==> src/sv/rgbc_pkg.sv <==
// shared types and constants of the rgb 3x3 convolution block
package rgbc_pkg;

   localparam int CH_W      = 8;
   localparam int ACC_W     = 16;
   localparam int ROW_W     = 12;
   localparam int X_OUT_W   = 10;
   localparam int WIDTH_W   = 11;
   localparam int HEIGHT_W  = 13;
   localparam int KERNEL_W  = 24;
   localparam int CSR_AW    = 5;
   localparam int CSR_DW    = 32;
   localparam int SIZE_MIN  = 3;
   localparam int HEIGHT_MAX = 4096;

   localparam logic [WIDTH_W-1:0]  WIDTH_RESET  = 11'd1024;
   localparam logic [HEIGHT_W-1:0] HEIGHT_RESET = 13'd1024;
   localparam logic [KERNEL_W-1:0] KERNEL_SIDE_RESET   = 24'h000000;
   localparam logic [KERNEL_W-1:0] KERNEL_MIDDLE_RESET = 24'h000100;

   typedef logic [CH_W-1:0] chan_type;
   // index 0 red, 1 green, 2 blue
   typedef chan_type [2:0] rgb_type;
   // index 0 top row, 1 middle row, 2 bottom row
   typedef rgb_type [2:0] col_type;
   // per channel column sums, index as rgb_type
   typedef logic [2:0][ACC_W-1:0] part_type;

   typedef struct packed {
      logic shift;
      logic calc;
   } cell_ctrl_type;

   typedef enum logic [2:0] {
      REG_IMAGE_WIDTH,
      REG_IMAGE_HEIGHT,
      REG_KERNEL_LEFT,
      REG_KERNEL_MIDDLE,
      REG_KERNEL_RIGHT
   } reg_index_type;

   typedef struct packed {
      logic [7:0] in_red;
      logic [7:0] in_green;
      logic [7:0] in_blue;
   } req_type;

   typedef struct packed {
      logic [9:0]  pixel_x;
      logic [11:0] pixel_y;
      logic [7:0]  out_red;
      logic [7:0]  out_green;
      logic [7:0]  out_blue;
      logic        run_end;
   } rsp_type;

endpackage

==> src/sv/rgbc_col_cell.sv <==
// one window column: holds three pixels and forms its weighted column sum
module rgbc_col_cell import rgbc_pkg::*; (
   input  logic                clock,
   input  cell_ctrl_type       ctrl,
   input  logic [KERNEL_W-1:0] kernel,
   input  col_type             col_in,
   output col_type             col_out,
   output part_type            part_out
);

   col_type  col_ff;
   part_type part_ff;
   part_type part_in;

   always_comb begin
      logic signed [CH_W+8:0] prod;
      logic [ACC_W-1:0]       acc;
      for (int ch = 0; ch < 3; ch++) begin
         acc = '0;
         for (int dy = 0; dy < 3; dy++) begin
            prod = $signed({1'b0, col_ff[dy][ch]}) * $signed(kernel[8*dy +: 8]);
            acc  = acc + prod[ACC_W-1:0];
         end
         part_in[ch] = acc;
      end
   end

   always_ff @(posedge clock) begin
      if (ctrl.shift) begin
         col_ff <= col_in;
      end
      if (ctrl.calc) begin
         part_ff <= part_in;
      end
   end

   assign col_out  = col_ff;
   assign part_out = part_ff;

endmodule

==> config.mk <==
export PLATFORM = sky130hd
export DESIGN_NAME = rgbc_col_cell
export DESIGN_NICKNAME = d
export VERILOG_FILES = /design/src/sv/rgbc_pkg.sv /design/src/sv/rgbc_col_cell.sv
export SDC_FILE = /design/constraint.sdc
export NUM_CORES = 1
export LEC_CHECK = 0
export BUFFER_PORTS_ARGS = -buffer_cell sky130_fd_sc_hd__buf_2
export CORE_UTILIZATION = 28
export CTS_CLUSTER_DIAMETER = 40
export DETAILED_ROUTE_END_ITERATION = 10
export PLACE_DENSITY = 0.53
export SETUP_SLACK_MARGIN = 0.1
export SYNTH_ARGS = -nofsm -noshare
export SYNTH_HDL_FRONTEND = slang
export SYNTH_SLANG_ARGS = --single-unit
==> constraint.sdc <==
create_clock -name clock -period 6.95 [get_ports clock]
set_input_delay 0.695 -clock clock [delete_from_list [all_inputs] [get_ports clock]]
set_output_delay 0.695 -clock clock [all_outputs]
set_load 0.02 [all_outputs]
* Word level (Yosys, flattened, before mapping) *
Index checks and enable logic that the tools add are counted.

word-level totals
  register bits = 120
  latch bits = 0
  memory bits (writable) = 0
  memory bits (read-only) = 0
  input bits = 99
  logic and storage cells = 27
  memories = 0

operators by class
  $add $sub $neg = 6
  multipliers = 9
  div/mod/pow operators = 0
  order comparisons = 0
  eq/ne operators = 0
  shifts and indexed selects = 0
  mux-type cells = 0
  bitwise logic cells = 0
  reduce and logical (&&, ||, !) cells = 0

operators with widths
  cell                        number
  multiplier 9 x 8 -> 16 bit  9
  adder 16 bit                6

* Logic depth before layout (Yosys ltp) *
  word-level depth = 3
  depth in mapped cells = 23
  mapped depth without buffers = 22

* Worst setup path after synthesis *
Ideal clock, no wire load.

  kind = input-to-reg
  start point = input port kernel[3]
  end point = register part_ff (netlist bit part_out[31]), data pin
  arrival time = 6.278 ns
  required time = 6.690 ns
  setup slack = 0.412 ns
  stages on the path = 21
  buffers on the path = 1
  path through = clkbuf_1 -> nand2_1 -> fa_1 -> inv_1 -> fa_1 -> inv_1 -> fa_1 -> inv_1 -> fa_1 -> fa_1 -> fa_1 -> inv_1 -> fa_1 -> inv_1 -> ha_1 -> nor2b_1 -> o21a_1 -> a311o_2 -> a311oi_2 -> o21ai_1 -> xnor2_1

RTL lines
  item                  line                 RTL
  start, declared       rgbc_col_cell.sv:5   input logic [KERNEL_W-1:0] kernel,
  end signal, assigned  rgbc_col_cell.sv:33  part_ff <= part_in;
  end, declared         rgbc_col_cell.sv:12  part_type part_ff;

==> summary.txt <==
Timing
  • Worst-margin pin slew: ~0.84 ns
  • Worst slew margin: between 40% and 50%
  • Hold Fails Final Rpt: 0
  • Final Skew: between 0.015 and 0.02 ns
  • Final min period: around 6.5 ns
  • Post-route clock period utilization: 93.2%
  • Max Fclk: roughly 150 MHz
  • Total negative slack: 0 ns
  • Unrepaired setup endpoints after global routing: no
  • Count of final max-slew check failures: 0
  • Final Setup Violations: 0

Critical path
  • Worst r2r path cells: 19
  • Reg2reg setup slack: 0.47 ns
  • Critical Path Start Type: flip-flop
  • Crit. End Element: flip-flop
  • Reg2reg end: part_out[47]
  • Worst EP required: around 7.2 ns
  • CP Class: flip-flop to flip-flop
  • Crit path max fanout: 9
  • Reg2reg start: col_out[19]
  • Crit path DAT: ~6.7 ns

Detailed routing
  • First-pass DRT Iterations: 5
  • Drt total wl: just under 70000 um
  • DR WL met3: ~3200 um
  • Via/cell ratio: around 4.2
  • Met1 wire length: between 20000 and 30000 um
  • Drt first-iter violations: 605
  • DR WL met2: around 33000 um
  • DR vias: roughly 16000
  • Final ANT Viol Nets: 0
  • WL per Instance: ~18 um
  • DR DRC count: 0
  • Top Metal Used: met5

CTS
  • CTS buffer count: 17
  • H-tree Lvls: 4
  • Root Driver: clkbuf_16
  • CTS tree: done
  • Worst skew pair latency: between 0.5 and 0.6 ns
  • Setup repair bufs after CTS: 0
  • Reg clk slew, reported paths: 0.08 ns
  • Clock sink count: 120
  • # hold bufs at CTS: 0
  • Clock buffer depth: 2
  • Post-CTS sizing: 0

Min path
  • Hold depth: 1
  • Worst min path class: primary input to flip-flop
  • Hold_sp: col_in[1]
  • Hold Path Sink: col_out[1]

Synthesis
  • Netlist cell types: 30
  • Synthesized cell area: between 20000 and 25000 um^2
  • Top cells by area, synth: fa_1 (40%), ha_1 (16%), edfxtp_1 (15%)
  • Syn_nets: around 3200
  • Avg Cell Area, Syn: 10.2 um^2
  • Post-synthesis sequential area ratio: 15.1%
  • Post-Syn Instances: 2350
  • Ys Warns: 0
  • Yosys reg bits: 120
  • Post-synth top area share: about two fifths
  • Cell taking the most area after synthesis: fa_1

GRT
  • First-pass GRT wire length: roughly 110000 um
  • Vias in the first global route: roughly 18000
  • Largest net degree at the start of global routing: 50
  • Grt total ovfl: 0
  • GRT Total Usage: around 17%
  • Antenna violations before repair: 12

Layout
  • Fillcell total: roughly 8700
  • Nets@finish: about 3500
  • Layout cell share with drive strength beyond 1: around an eighth
  • Layout area overhead: 14.9%
  • Multi-input gate area: 17600 um^2
  • FF/Latch Area: roughly 3600 um^2

Die
  • Initial Util: between 20% and 30%
  • Core Area: between 80000 and 90000 um^2
  • Die Y: just under 300 um
  • Rows: 106
  • Io pins: ~220
  • Die width: around 300 um
  • Die Area: about 86000 um^2

Place
  • IO Port Bufs: ~220
  • Placer's final routability congestion estimate: 0.843
  • Placed wire-length estimate: about 57000 um

Run
  • Max cap viols: 0

Outcome
  • Status: complete, no violations
==> placed cells by master (no fill, tap or decap), types with 3 or more instances in the layout <==
cell type and n:
a21o_1 9, a21oi_1 18, and2_1 330, buf_12 4, buf_2 217, buf_4 77, clkbuf_16 17, clkinv_2 5
clkinv_4 4, clkinvlp_4 3, diode_2 6, edfxtp_1 120, fa_1 478, ha_1 297, inv_1 674, nand2_1 183
nand2b_1 26, nor2_1 12, nor2b_1 53, nor3_1 7, o21a_1 7, o21ai_0 8, xnor2_1 49, xor2_1 13
==> final cells by class <==
type / instances / area share, %
diodes: 6 / 0.0547
inverters: 674 / 9.23
flip-flops and latches: 120 / 13.1
clock buffers: 17 / 1.55
repair buffers: 298 / 6.36
multi-input cells: 1508 / 64.0
clock inverters: 15 / 0.474
well taps: 1134 / 5.17
==> registers in the layout (all words and copies together), names as in the netlist <==
signal and count:
part_out 48, col_out 72
==> layer usage <==
layer  vias up  GRT usage (%)
met3        88           3.46
met4        12           5.98
met1      7967           21.0
li1       7405              -
met5         -              0
met2       280           28.0
==> how the worst max path moves through the flow <==
stage | to | cells after the start | from
floorplan | part_out[31] | 21 | kernel[3]
global placement | part_out[15] | 20 | kernel[20]
detailed placement | part_out[47] | 21 | kernel[1]
CTS | part_out[47] | 19 | col_out[19]
global route | part_out[15] | 20 | col_out[6]
finish | part_out[47] | 19 | col_out[19]
==> cell families (layout without fill, tap and decap cells) <==
logic type / count (synthesis) / after routing / synth area share [%]
DFF: 120 / 120 / 15.1
and+or+nand+nor: 613 / 613 / 14.0
buffers and inverters: 722 / 1004 / 11.4
adders and majority gates: 775 / 775 / 55.7
xor gates and xnor gates: 62 / 62 / 2.27
other: 0 / 6 / 0
AOI/OAI and AO/OA: 58 / 58 / 1.64
==> Yosys cell counts <==
cell / instances
inv_1: 674
fa_1: 478
and2_1: 330
ha_1: 297
nand2_1: 183
edfxtp_1: 120
nor2b_1: 53
xnor2_1: 49
clkbuf_1: 48
nand2b_1: 26
a21oi_1: 18
xor2_1: 13
nor2_1: 12
a21o_1: 9
o21ai_0: 8
nor3_1: 7
o21a_1: 7
a21o_2: 2
a311oi_2: 2
o21ai_1: 2
o31ai_1: 2
o41ai_1: 2
a211oi_1: 1
a311o_1: 1
a311o_2: 1
nand3_1: 1
nand4_1: 1
o21bai_1: 1
o221ai_1: 1
o22ai_1: 1
==> worst max-delay path: stages, from the launching register on <==
cell and delay, ns:
edfxtp_1 0.67, and2_1 0.24, fa_1 0.45, fa_1 0.54, inv_1 0.05, fa_1 0.53
inv_1 0.07, fa_1 0.49, fa_1 0.51, fa_1 0.49, inv_1 0.05, fa_1 0.47
inv_1 0.04, ha_1 0.27, nor2b_1 0.14, o21a_1 0.19, a311o_1 0.41, a311oi_2 0.33
o21ai_1 0.13, xnor2_1 0.13
==> per-stage QoR <==
stage	util, %	area [um^2]	setup WS, ns	hold slack, ns	cells
final	32.7	27400	0.473	0.360	3772
after global routing	32.7	27400	0.141	0.329	3767
after CTS	32.6	27400	0.440	0.308	3766
after detailed placement	32.0	26900	0.0975	0.873	3734
after global placement	32.0	26900	0.152	0.872	3734
after floorplan	-	23900	0.412	0.794	2350
Power is left out: the tool's default activity adds up to more than one toggle a clock period on the data nets, which glitch-free logic cannot reach.
